[config.mk]
export PLATFORM = sky130hd
export DESIGN_NAME = scope_command_and_capture
export DESIGN_NICKNAME = d
export VERILOG_FILES = /design/src/hdl/scc_pkg.sv /design/src/hdl/scope_command_and_capture.sv
export SDC_FILE = /design/constraint.sdc
export NUM_CORES = 1
export LEC_CHECK = 0
export BUFFER_PORTS_ARGS = -buffer_cell sky130_fd_sc_hd__buf_4
export CAP_MARGIN = 30
export CORE_MARGIN = 5
export CORE_UTILIZATION = 50
export DETAILED_ROUTE_END_ITERATION = 10
export MAX_ROUTING_LAYER = met4
export PLACE_DENSITY = 0.71
export SLEW_MARGIN = 20
export SYNTH_ARGS = -nofsm -noshare
export SYNTH_HDL_FRONTEND = slang
export SYNTH_SLANG_ARGS = --single-unit
[constraint.sdc]
create_clock -name clock -period 6.3 [get_ports clock]
set_clock_uncertainty 0.05 [all_clocks]
set_input_delay 1.26 -clock clock [delete_from_list [all_inputs] [get_ports clock]]
set_output_delay 1.26 -clock clock [all_outputs]
set_load 0.01 [all_outputs]
[src/hdl/scc_pkg.sv]
`default_nettype none

package scc_pkg;

   // Default sizes
   localparam int LINE_CHARS_DEF  = 31;
   localparam int MIN_CAPTURE_DEF = 1024;
   localparam int MAX_CAPTURE_DEF = 8192 * 2;

   // Reset values of the settings
   localparam int CAPTURE_LENGTH_RESET    = 2048;
   localparam int RATE_RESET              = 10000;
   localparam int TRIGGER_RESET           = 2048;
   localparam logic [19:0] RATE_MIN       = 20'd1000;
   localparam logic [19:0] RATE_MAX       = 20'd1000000;

   // Field widths
   localparam int REQ_DATA_W = 24;   // rx_byte 8, adc_sample 12, pad 4
   localparam int RSP_DATA_W = 40;   // reply_code 3, sample_word 16, sample_index 14, pad 7

   // Characters
   localparam logic [7:0] CHAR_LF    = 8'h0A;
   localparam logic [7:0] CHAR_CR    = 8'h0D;
   localparam logic [7:0] CHAR_NUL   = 8'h00;
   localparam logic [7:0] CHAR_SPACE = 8'h20;
   localparam logic [7:0] CHAR_TAB   = 8'h09;
   localparam logic [7:0] CHAR_VT    = 8'h0B;
   localparam logic [7:0] CHAR_FF    = 8'h0C;
   localparam logic [7:0] CHAR_PLUS  = 8'h2B;
   localparam logic [7:0] CHAR_MINUS = 8'h2D;
   localparam logic [7:0] CHAR_ZERO  = 8'h30;
   localparam logic [7:0] CHAR_NINE  = 8'h39;

   // Command words, right-justified, first character in the highest used byte
   localparam int WORD_COUNT = 6;
   localparam int W_START    = 0;
   localparam int W_LEN      = 1;
   localparam int W_SRATE    = 2;
   localparam int W_TRIGLVL  = 3;
   localparam int W_WAIT     = 4;
   localparam int W_AUTO     = 5;

   localparam logic [71:0] WORD_TEXT [WORD_COUNT] = '{
      {32'd0, "START"},
      {40'd0, "LEN:"},
      {24'd0, "SRATE:"},
      {8'd0,  "TRIGLVL:"},
      "TRIG:WAIT",
      "TRIG:AUTO"
   };
   localparam logic [3:0] WORD_LEN [WORD_COUNT] = '{
      4'd5, 4'd4, 4'd6, 4'd8, 4'd9, 4'd9
   };

   // Number saturation limit
   localparam logic [31:0] MAG_LIMIT = 32'h8000_0000;

   typedef enum logic [1:0] {
      FUNC_CMD    = 2'd0,
      FUNC_SAMPLE = 2'd1,
      FUNC_TICK   = 2'd2
   } func_type;

   typedef enum logic [2:0] {
      REPLY_LEN_OK    = 3'd0,
      REPLY_LEN_ERR   = 3'd1,
      REPLY_SRATE_OK  = 3'd2,
      REPLY_SRATE_ERR = 3'd3,
      REPLY_TRIG_OK   = 3'd4,
      REPLY_WAIT_OK   = 3'd5,
      REPLY_AUTO_OK   = 3'd6,
      REPLY_CMD_ERR   = 3'd7
   } reply_type;

   typedef enum logic {
      KIND_REPLY  = 1'b0,
      KIND_SAMPLE = 1'b1
   } kind_type;

   typedef enum logic [1:0] {
      PARSE_BLANK,
      PARSE_DIGITS,
      PARSE_DONE
   } parse_type;

   // Character idx of a right-justified word of wlen characters
   function automatic logic [7:0] word_char(input logic [71:0] text,
                                            input logic [3:0] wlen,
                                            input logic [3:0] idx);
      logic [3:0]  back;
      logic [71:0] shifted;
      back    = wlen - idx - 4'd1;
      shifted = text >> {back, 3'b000};
      return shifted[7:0];
   endfunction

endpackage

`default_nettype wire

[src/hdl/scope_command_and_capture.sv]
// Channel | direction | tdata (low bit up)                                   | tuser | tlast
// req_    | in        | rx_byte[7:0], adc_sample[19:8], zero pad             | func  | -
// rsp_    | out       | reply_code[2:0], sample_word[18:3],                  | kind  | last_sample
//         |           | sample_index[32:19], zero pad                        |       |
//
// One item per cycle unless stalled; a result is registered in the cycle after its transfer.
// Command lines are matched and their numbers parsed character by character as bytes arrive,
// so CR or LF only applies the line and selects any reply from the running match and parse state.
// Reset is synchronous and active high; it clears the line, settings and capture state.
// req_tready is high while the output register is empty or being emptied this cycle.
`default_nettype none

module scope_command_and_capture #(
   parameter int LINE_CHARS  = scc_pkg::LINE_CHARS_DEF,
   parameter int MIN_CAPTURE = scc_pkg::MIN_CAPTURE_DEF,
   parameter int MAX_CAPTURE = scc_pkg::MAX_CAPTURE_DEF
) (
   input  wire logic                            clock,
   input  wire logic                            reset,
   input  wire logic                            req_tvalid,
   output logic                                 req_tready,
   input  wire logic [scc_pkg::REQ_DATA_W-1:0]  req_tdata,  // rx_byte, adc_sample
   input  wire logic [1:0]                      req_tuser,  // func
   output logic                                 rsp_tvalid,
   input  wire logic                            rsp_tready,
   output logic [scc_pkg::RSP_DATA_W-1:0]       rsp_tdata,  // reply_code, sample_word, sample_index
   output logic                                 rsp_tuser,  // kind
   output logic                                 rsp_tlast   // last_sample
);
   import scc_pkg::*;

   localparam int LEN_W   = $clog2(LINE_CHARS + 1);
   localparam int CAP_TOP = (MAX_CAPTURE > CAPTURE_LENGTH_RESET) ? MAX_CAPTURE
                                                                 : CAPTURE_LENGTH_RESET;
   localparam int CAP_W   = $clog2(CAP_TOP + 1);

   // Line state
   logic [LEN_W-1:0]      line_length_ff, line_length_in;
   logic [LEN_W-1:0]      text_len_ff, text_len_in;
   logic                  zero_seen_ff, zero_seen_in;
   logic [WORD_COUNT-1:0] match_ff, match_in;
   parse_type             parse_ff, parse_in;
   logic                  neg_ff, neg_in;
   logic [31:0]           mag_ff, mag_in;

   // Settings and capture state
   logic [CAP_W-1:0]      capture_length_ff, capture_length_in;
   logic [19:0]           rate_ff, rate_in;
   logic [15:0]           threshold_ff, threshold_in;
   logic                  auto_ff, auto_in;
   logic                  capturing_ff, capturing_in;
   logic [CAP_W-1:0]      capture_pos_ff, capture_pos_in;

   // Output register
   logic                  rsp_valid_ff, rsp_valid_in;
   kind_type              kind_ff, kind_in;
   reply_type             code_ff, code_in;
   logic [15:0]           word_ff, word_in;
   logic [13:0]           index_ff, index_in;
   logic                  last_ff, last_in;

   // Decoded input
   logic                  accept;
   logic [7:0]            ch;
   logic [11:0]           sample;
   logic                  is_blank, is_sign, is_digit;
   logic [3:0]            digit;
   logic [35:0]           mag_next;
   logic [31:0]           mag_acc;
   logic                  num_active;
   logic [WORD_COUNT-1:0] found;
   logic                  len_ok, rate_ok;
   logic [15:0]           level;
   logic [CAP_W-1:0]      pos_next;

   assign req_tready = !rsp_valid_ff || rsp_tready;
   assign accept     = req_tvalid && req_tready;
   assign ch         = req_tdata[7:0];
   assign sample     = req_tdata[19:8];

   assign rsp_tvalid = rsp_valid_ff;
   assign rsp_tdata  = {7'd0, index_ff, word_ff, code_ff};
   assign rsp_tuser  = kind_ff;
   assign rsp_tlast  = last_ff;

   // Character classes and one digit step of the running number
   always_comb begin
      is_blank   = (ch == CHAR_SPACE) || (ch == CHAR_TAB) || (ch == CHAR_VT) ||
                   (ch == CHAR_FF);
      is_sign    = (ch == CHAR_PLUS) || (ch == CHAR_MINUS);
      is_digit   = (ch >= CHAR_ZERO) && (ch <= CHAR_NINE);
      digit      = 4'(ch - CHAR_ZERO);
      mag_next   = ({4'd0, mag_ff} << 3) + ({4'd0, mag_ff} << 1) + 36'(digit);
      mag_acc    = (mag_next > {4'd0, MAG_LIMIT}) ? MAG_LIMIT : mag_next[31:0];
      num_active = (match_ff[W_LEN]     && (line_length_ff >= LEN_W'(WORD_LEN[W_LEN])))   ||
                   (match_ff[W_SRATE]   && (line_length_ff >= LEN_W'(WORD_LEN[W_SRATE]))) ||
                   (match_ff[W_TRIGLVL] && (line_length_ff >= LEN_W'(WORD_LEN[W_TRIGLVL])));
   end

   // Evaluate the finished line from the running match and parse state
   always_comb begin
      for (int w = 0; w < WORD_COUNT; w++) begin
         found[w] = match_ff[w] && (line_length_ff >= LEN_W'(WORD_LEN[w]));
      end
      found[W_WAIT] = found[W_WAIT] && (text_len_ff == LEN_W'(WORD_LEN[W_WAIT]));
      found[W_AUTO] = found[W_AUTO] && (text_len_ff == LEN_W'(WORD_LEN[W_AUTO]));
      len_ok  = !neg_ff && (mag_ff >= 32'(MIN_CAPTURE)) && (mag_ff <= 32'(MAX_CAPTURE)) &&
                ((mag_ff & (mag_ff - 32'd1)) == 32'd0);
      rate_ok = !neg_ff && (mag_ff >= 32'(RATE_MIN)) && (mag_ff <= 32'(RATE_MAX));
      if (neg_ff) begin
         level = 16'(~mag_ff + 32'd1);
      end else if (mag_ff == MAG_LIMIT) begin
         level = 16'hFFFF;
      end else begin
         level = mag_ff[15:0];
      end
      pos_next = capture_pos_ff + CAP_W'(1);
   end

   // Next state and result
   always_comb begin
      line_length_in    = line_length_ff;
      text_len_in       = text_len_ff;
      zero_seen_in      = zero_seen_ff;
      match_in          = match_ff;
      parse_in          = parse_ff;
      neg_in            = neg_ff;
      mag_in            = mag_ff;
      capture_length_in = capture_length_ff;
      rate_in           = rate_ff;
      threshold_in      = threshold_ff;
      auto_in           = auto_ff;
      capturing_in      = capturing_ff;
      capture_pos_in    = capture_pos_ff;
      rsp_valid_in      = rsp_valid_ff && !rsp_tready;
      kind_in           = kind_ff;
      code_in           = code_ff;
      word_in           = word_ff;
      index_in          = index_ff;
      last_in           = last_ff;

      if (accept) begin
         case (req_tuser)
            FUNC_CMD: begin
               if ((ch == CHAR_LF) || (ch == CHAR_CR)) begin
                  // Run the line, then clear it
                  kind_in  = KIND_REPLY;
                  word_in  = 16'd0;
                  index_in = 14'd0;
                  last_in  = 1'b0;
                  rsp_valid_in = 1'b1;
                  if (found[W_START]) begin
                     capture_pos_in = '0;
                     capturing_in   = 1'b1;
                     rsp_valid_in   = rsp_valid_ff && !rsp_tready;
                     kind_in        = kind_ff;
                     word_in        = word_ff;
                     index_in       = index_ff;
                     last_in        = last_ff;
                  end else if (found[W_LEN]) begin
                     if (len_ok) begin
                        capture_length_in = CAP_W'(mag_ff);
                        code_in = REPLY_LEN_OK;
                     end else begin
                        code_in = REPLY_LEN_ERR;
                     end
                  end else if (found[W_SRATE]) begin
                     if (rate_ok) begin
                        rate_in = mag_ff[19:0];
                        code_in = REPLY_SRATE_OK;
                     end else begin
                        code_in = REPLY_SRATE_ERR;
                     end
                  end else if (found[W_TRIGLVL]) begin
                     threshold_in = level;
                     code_in      = REPLY_TRIG_OK;
                  end else if (found[W_WAIT]) begin
                     auto_in = 1'b0;
                     code_in = REPLY_WAIT_OK;
                  end else if (found[W_AUTO]) begin
                     auto_in = 1'b1;
                     code_in = REPLY_AUTO_OK;
                  end else begin
                     code_in = REPLY_CMD_ERR;
                  end
                  line_length_in = '0;
                  text_len_in    = '0;
                  zero_seen_in   = 1'b0;
                  match_in       = '1;
                  parse_in       = PARSE_BLANK;
                  neg_in         = 1'b0;
                  mag_in         = 32'd0;
               end else if (line_length_ff < LEN_W'(LINE_CHARS)) begin
                  // Take the character; drop it when the line is full
                  line_length_in = line_length_ff + LEN_W'(1);
                  if (ch == CHAR_NUL) begin
                     zero_seen_in = 1'b1;
                  end else if (!zero_seen_ff) begin
                     text_len_in = text_len_ff + LEN_W'(1);
                  end
                  for (int w = 0; w < WORD_COUNT; w++) begin
                     if ((line_length_ff < LEN_W'(WORD_LEN[w])) &&
                         (ch != word_char(WORD_TEXT[w], WORD_LEN[w], 4'(line_length_ff)))) begin
                        match_in[w] = 1'b0;
                     end
                  end
                  if (num_active) begin
                     case (parse_ff)
                        PARSE_BLANK: begin
                           if (is_digit) begin
                              parse_in = PARSE_DIGITS;
                              mag_in   = 32'(digit);
                           end else if (is_sign) begin
                              parse_in = PARSE_DIGITS;
                              neg_in   = (ch == CHAR_MINUS);
                           end else if (!is_blank) begin
                              parse_in = PARSE_DONE;
                           end
                        end
                        PARSE_DIGITS: begin
                           if (is_digit) begin
                              mag_in = mag_acc;
                           end else begin
                              parse_in = PARSE_DONE;
                           end
                        end
                        default: begin
                           parse_in = PARSE_DONE;
                        end
                     endcase
                  end
               end
            end
            FUNC_SAMPLE: begin
               if (capturing_ff) begin
                  // Emit a captured sample, byte-swapped
                  if (capture_pos_ff < capture_length_ff) begin
                     rsp_valid_in   = 1'b1;
                     kind_in        = KIND_SAMPLE;
                     code_in        = REPLY_LEN_OK;
                     word_in        = {sample[7:0], 4'd0, sample[11:8]};
                     index_in       = 14'(capture_pos_ff);
                     capture_pos_in = pos_next;
                     last_in        = (pos_next >= capture_length_ff);
                     if (pos_next >= capture_length_ff) begin
                        capturing_in = 1'b0;
                     end
                  end
               end else if (!auto_ff && ({4'd0, sample} > threshold_ff)) begin
                  // Fire the level trigger
                  capture_pos_in = '0;
                  capturing_in   = 1'b1;
               end
            end
            FUNC_TICK: begin
               capture_pos_in = '0;
               capturing_in   = 1'b1;
            end
            default: begin
               capturing_in = capturing_ff;
            end
         endcase
      end
   end

   // Parser state register
   always_ff @(posedge clock) begin
      if (reset) begin
         parse_ff <= PARSE_BLANK;
      end else begin
         parse_ff <= parse_in;
      end
   end

   // Control and settings registers
   always_ff @(posedge clock) begin
      if (reset) begin
         line_length_ff    <= '0;
         text_len_ff       <= '0;
         zero_seen_ff      <= 1'b0;
         match_ff          <= '1;
         neg_ff            <= 1'b0;
         mag_ff            <= 32'd0;
         capture_length_ff <= CAP_W'(CAPTURE_LENGTH_RESET);
         rate_ff           <= 20'(RATE_RESET);
         threshold_ff      <= 16'(TRIGGER_RESET);
         auto_ff           <= 1'b1;
         capturing_ff      <= 1'b0;
         capture_pos_ff    <= '0;
         rsp_valid_ff      <= 1'b0;
      end else begin
         line_length_ff    <= line_length_in;
         text_len_ff       <= text_len_in;
         zero_seen_ff      <= zero_seen_in;
         match_ff          <= match_in;
         neg_ff            <= neg_in;
         mag_ff            <= mag_in;
         capture_length_ff <= capture_length_in;
         rate_ff           <= rate_in;
         threshold_ff      <= threshold_in;
         auto_ff           <= auto_in;
         capturing_ff      <= capturing_in;
         capture_pos_ff    <= capture_pos_in;
         rsp_valid_ff      <= rsp_valid_in;
      end
   end

   // Result payload
   always_ff @(posedge clock) begin
      kind_ff  <= kind_in;
      code_ff  <= code_in;
      word_ff  <= word_in;
      index_ff <= index_in;
      last_ff  <= last_in;
   end

   // Checks
   a_line_bound: assert property (@(posedge clock) disable iff (reset)
      (line_length_ff <= LEN_W'(LINE_CHARS)) && (text_len_ff <= line_length_ff))
      else $error("line length out of bounds");

   a_last_index: assert property (@(posedge clock) disable iff (reset)
      rsp_valid_ff && last_ff |-> (index_ff == 14'(capture_length_ff - CAP_W'(1))))
      else $error("last sample not at end of capture");

   a_last_stops: assert property (@(posedge clock) disable iff (reset)
      accept && (req_tuser == FUNC_SAMPLE) && capturing_ff &&
      (pos_next == capture_length_ff) |=> !capturing_ff && last_ff && rsp_valid_ff)
      else $error("capture did not end on its last sample");

   a_reply_fields: assert property (@(posedge clock) disable iff (reset)
      rsp_valid_ff && (kind_ff == KIND_REPLY) |-> (word_ff == 16'd0) && !last_ff)
      else $error("reply carries sample fields");

endmodule

`default_nettype wire
Yosys cells after proc, flatten, opt, wreduce, memory -nomap -nowiden
Cells that the tools add are included.
{ "totals": {"reg_bits": 136, "in_bits": 30, "out_inout_bits": 44, "word_cells": 270} }
{ "op_classes": {"add_sub_neg": 18, "order_cmp": 21, "eq_ne": 33, "shifts": 6, "n_mux": 91, "n_bitwise": 6, "reduce_logical": 72} }
{ "ops": {"columns": ["op", "count"], "rows": [
  ["32-bit two-way mux", 6],
  ["71-bit by 7-bit >> shifter with 8-bit output (first input constant)", 2],
  ["16-bit two-way mux", 6],
  ["15-bit two-way mux", 5],
  ["32-bit case mux with 2 select lines", 1],
  ["63-bit by 7-bit >> shifter with 8-bit output (first input constant)", 1],
  ["14-bit two-way mux", 4],
  ["8-bit inequality test", 6],
  ["47-bit by 7-bit >> shifter with 8-bit output (first input constant)", 1],
  ["15-bit case mux with 3 select lines", 1],
  ["8-bit by 4-bit == test with 1-bit output (second input constant)", 5],
  ["39-bit by 7-bit >> shifter with 8-bit output (first input constant)", 1],
  ["1-bit two-way mux", 37],
  ["35-bit by 33-bit adder with 36-bit output", 1],
  ["36-bit by 4-bit adder with 36-bit output", 1],
  ["36-bit by 32-bit greater-than comparator with 1-bit output (second input constant)", 1],
  ["32-bit bitwise AND", 1],
  ["32-bit == test (second input constant)", 1],
  ["32-bit by 10-bit >= comparator with 1-bit output (second input constant)", 1],
  ["32-bit by 11-bit >= comparator with 1-bit output (second input constant)", 1],
  ["32-bit by 15-bit <= comparator with 1-bit output (second input constant)", 1],
  ["32-bit by 20-bit <= comparator with 1-bit output (second input constant)", 1],
  ["32-bit zero test", 1],
  ["16-bit case mux with 2 select lines", 1],
  ["other kinds (50)", 160]
]} }

Longest topological paths before layout
{ "logic_depth": {"depth_word": 11, "mapped_depth": 17} }

Worst setup path before layout
OpenSTA, ideal clock, no wires.
{ "synth_timing": {"path_kind": "input port to flip-flop", "from": "in req_tdata[3] in the netlist's numbering", "to": "reg mag_ff[25]", "setup_ns": 0.067, "t_arrival_ns": 5.368, "setup_slack_ns": 0.815, "cell_stages": 16, "path_buffers": 2, "cell_sequence": "clkbuf_1 > clkinv_1 > fa_1 > inv_1 > ha_1 > a211oi_4 > nor4_2 > o31a_1 > o41a_1 > xnor2_1 > o221ai_1 > or4_4 > o21ai_4 > nand3_4 > buf_6 > o21ai_2"} }
{ "synth_between": {"elab_chain_len": 9} }
{ "synth_lines": {"columns": ["item", "line_no", "text"], "rows": [
  ["start: declaration", "scope_command_and_capture.sv:22", "input wire logic [scc_pkg::REQ_DATA_W-1:0] req_tdata,"],
  ["4-bit by 1-bit subtractor with 4-bit output", "scope_command_and_capture.sv:92", "digit = 4'(ch - CHAR_ZERO);"],
  ["36-bit by 4-bit adder with 36-bit output", "scope_command_and_capture.sv:93", "mag_next = ({4'd0, mag_ff} << 3) + ({4'd0, mag_ff} << 1) + 36'(digit);"],
  ["36-bit by 32-bit greater-than comparator with 1-bit output", "scope_command_and_capture.sv:94", "mag_acc = (mag_next > {4'd0, MAG_LIMIT}) ? MAG_LIMIT : mag_next[31:0];"],
  ["32-bit two-way mux", "scope_command_and_capture.sv:94", null],
  ["32-bit two-way mux", "scope_command_and_capture.sv:221", "if (is_digit) begin"],
  ["32-bit case mux with 2 select lines", "scope_command_and_capture.sv:208", "case (parse_ff)"],
  ["32-bit two-way mux", "scope_command_and_capture.sv:207", "if (num_active) begin"],
  ["32-bit two-way mux", "scope_command_and_capture.sv:193", "end else if (line_length_ff < LEN_W'(LINE_CHARS)) begin"],
  ["32-bit two-way mux", "scope_command_and_capture.sv:145", "if ((ch == CHAR_LF) || (ch == CHAR_CR)) begin"],
  ["end signal: assignment", "scope_command_and_capture.sv:297", "mag_ff <= mag_in;"],
  ["end: declaration", "scope_command_and_capture.sv:44", "logic [31:0] mag_ff, mag_in;"]
]} }
Several ways; a longest one is shown, not always the timed one. The select of a mux whose other input is x is not followed.
A chain may end at the register's enable or synchronous reset.

Final worst setup path
{ "layout_timing": {"from": "in req_tdata[3] in the netlist's numbering", "to": "reg mag_ff[3]"} }
Same word-level chain as after synthesis.

==> qor.txt <==
CTS resizes: 0
drt first pass iters: 6
worst r2r src: mag_ff[0]
Rows: 54
Avg Cell Area, Syn: 8.14 um2
synthesized flop and latch total: 132
CP startpoint kind: input pin
EDFF count, synth: 31
Worst path top cell family by delay: simple AND/OR/NAND/NOR gates
DRC errors left: 0
H-tree levels: 4
critical path endpoint category: flip-flop
vias in the first global route: 9,215
min Tclk post-route: 5.38 ns
Layout area overhead: 11.9%
DPL Wire Length: 21,500 um
total grt overflow: 0
via count: 9,828
Worst Path Max Fanout: 12
status: finished, final reports clean
GRT Util Overall: 23.8%
most common cell in the netlist: nand2_1
hold_buf cts: 0
Clock transition at path regs: 0.06 ns
HP Class: flip-flop to flip-flop
Critical Path Slowest Stage Cell: fa_1
Final nets: 1,533
Top FF cell, synth: dfxtp_1
Finished Cell Area: 0.0121 mm2
Core Util, Final: 56.1%
first-pass GRT wire length: 46,600 um
period utilization: 85.4%
die area: 0.0247 mm2
endpoints failing hold: 0
sequential fraction of the synthesis area: 27.2%
fin. max-slew vios: 0
layout cells sized above 1: 9.92%
layout filler cell count: 2,040
largest net degree at the start of global routing: 33
initial core utilization: 50.2%
fmax: 0.186 GHz
Cell Area, Placed: 0.0115 mm2
DRT Wirelength: 28,700 um
Arr. time, crit path: 5.63 ns
max cap viols: 0
DR WL/cell: 17.3 um
CTS Buf Count: 17
delay of the slowest cell on the worst path: 0.61 ns
Worst Max-Slew Pin Slew: 0.963 ns
Antenna Nets Post-Route: 0
Worst Hold Depth: 2
Static Leak: 5.25 nW
Root Driver: clkbuf_16
Hold Path Origin: match_ff[1]
Antenna Cells: 0
post-synth cell types: 84
core area: 0.0216 mm2
RSZ-0062 raised after global routing: false
crit path kind: input pin to flip-flop
CP required: 6.54 ns
DR vias/cell: 5.92
Non-Filler Instances: 1,661
Placed Instances: 1,629
initial antenna violation count: 0
Post-synth top cells: 137 x nand2_1, 133 x ha_1, 101 x dfxtp_1
Worst Hold End: match_ff[1]
final total power: 2.08 mW
CP Cell Sequence: buf_4, clkinv_1, fa_1, inv_1, ha_1, a211oi_4, nor4_2, nor4b_2, buf_4, nor4_1, o211ai_1, nand3b_1, xor2_1, o21ai_4, buf_4, a31oi_1, o21ai_0
Synth warnings: 0
pwr dens: 171 mW/mm2
routability cong.: 0.949
number of buffers added on ports: 58
clk_lat worst skew: 0.43 ns
WP depth: 17
Sink Count: 132
IO Pins: 74
CTS tree: built
ys async rst share: 0%
# setup viols final: 0
cells on worst reg2reg path: 16
Die Ht: 157 um
die width: 157 um
Netlist Area Pre-Place: 0.0109 mm2
FF-to-FF End: mag_ff[3]
Crit path top cell by count: buf_4
Yosys top cell area share: 18.6%
Post-CTS Setup Inserts: 0
clock tree buffer depth: 2
drt first-iter violations: 830
Mapped Cells: 1,333
Final TNS setup: 0 ns
peak supply drop: 201 uV
Synth area leaders: dfxtp_1 19%, ha_1 15%, edfxtp_1 8.6%, nand2_1 4.7%, o21ai_0 4.0%
R2R setup slack: 1.25 ns
leading area contributor after synthesis: dfxtp_1
Bufs and invs on worst path: 5
Slew HR: 34.8%
kinds of logic (layout without fill, tap and decap cells):
family | count (synthesis) | after routing | share of synthesized area, %
AOI/OAI and AO/OA | 359 | 359 | 21.7
xor gates and xnor gates | 70 | 70 | 5.65
adders and majority gates | 136 | 136 | 15.8
buffers and inverters | 132 | 170 | 5.07
DFF | 132 | 132 | 27.2
muxes | 25 | 25 | 2.32
other | 1 | 11 | 0.0346
and+or+nand+nor | 478 | 478 | 22.2
flip-flops by register name, indices dropped and copies added, names as in the netlist:
| signal | cells |
|---|---|
| threshold_ff | 16 |
| capture_length_ff | 15 |
| parse_ff | 2 |
| rsp_tvalid | 1 |
| line_length_ff | 5 |
| auto_ff | 1 |
| word_ff | 12 |
| code_ff | 3 |
| neg_ff | 1 |
| capturing_ff | 1 |
| zero_seen_ff | 1 |
| rsp_tlast | 1 |
| text_len_ff | 5 |
| rsp_tuser | 1 |
| mag_ff | 32 |
| capture_pos_ff | 15 |
| match_ff | 6 |
| index_ff | 14 |
layout by cell type, fill, tap and decap left out, types with 8 or more instances in the layout:
cell / instances
nand2b_1: 14
inv_1: 61
nand4_1: 24
conb_1: 11
edfxtp_1: 31
dfxtp_1: 101
buf_4: 75
nor3_1: 31
clkbuf_16: 18
and3_1: 24
xor2_1: 40
o21a_1: 30
ha_1: 133
or4_1: 8
o211ai_1: 18
a31oi_1: 13
nor2_1: 88
a21oi_1: 86
nor4_1: 20
xnor2_1: 30
o31ai_1: 13
or3_1: 15
o21ai_0: 87
nand2_1: 137
and2_1: 37
o21ai_2: 10
nor2b_1: 14
a21o_1: 18
a211oi_1: 9
nand3_1: 39
mux2i_1: 24
how the worst max path moves through the flow:
stage,endpoint,slack [ns],from
after floorplan,mag_ff[25],0.81,req_tdata[3]
after global placement,mag_ff[1],0.63,req_tdata[3]
after detailed placement,mag_ff[3],0.53,req_tdata[3]
after CTS,mag_ff[3],0.96,req_tdata[3]
after global routing,mag_ff[3],0.65,req_tdata[3]
final,mag_ff[3],0.92,req_tdata[3]
layer usage:
metal  part of all wire [%]  up-vias  GRT usage [%]  wire (um)
li1                       -     4920              -          -
met5                      0        -              -          0
met2                     47      272           37.8      13400
met4                    1.8        0           7.70        515
met3                    5.6       40           3.82       1610
met1                     46     4596           31.2      13200
per-stage QoR:
stage	hold slack, ns	worst slack (ns)
2_1_floorplan	0.373	0.815
3_3_place_gp	0.380	0.630
3_5_place_dp	0.395	0.528
4_1_cts	0.405	0.964
5_1_grt	0.453	0.654
6_report	0.408	0.917
worst min-delay path, delay by kind of cell (launching register included):
| family | cells | cell delay [ns] |
|---|---|---|
| flops | 1 | 0.30 |
| simple gates | 1 | 0.05 |
| compound gates | 1 | 0.05 |
layout make-up:
type | count | area, um2 | share of cell area, %
clock inverter | 10 | 143 | 1.18
tap | 280 | 350 | 2.89
clock buffer | 22 | 495 | 4.08
inverter | 63 | 236 | 1.95
timing repair buffer | 75 | 563 | 4.64
sequential | 132 | 2950 | 24.3
multi-input combinational | 1079 | 7400 | 60.9
where the power goes:
group          total, mW  internal [mW]  switching (mW)
registers          0.873          0.868         0.00535
logic              0.141         0.0542          0.0867
clock network       1.06          0.679           0.384
total               2.08           1.60           0.476
Note: power is estimated with default switching activity, not from simulation.
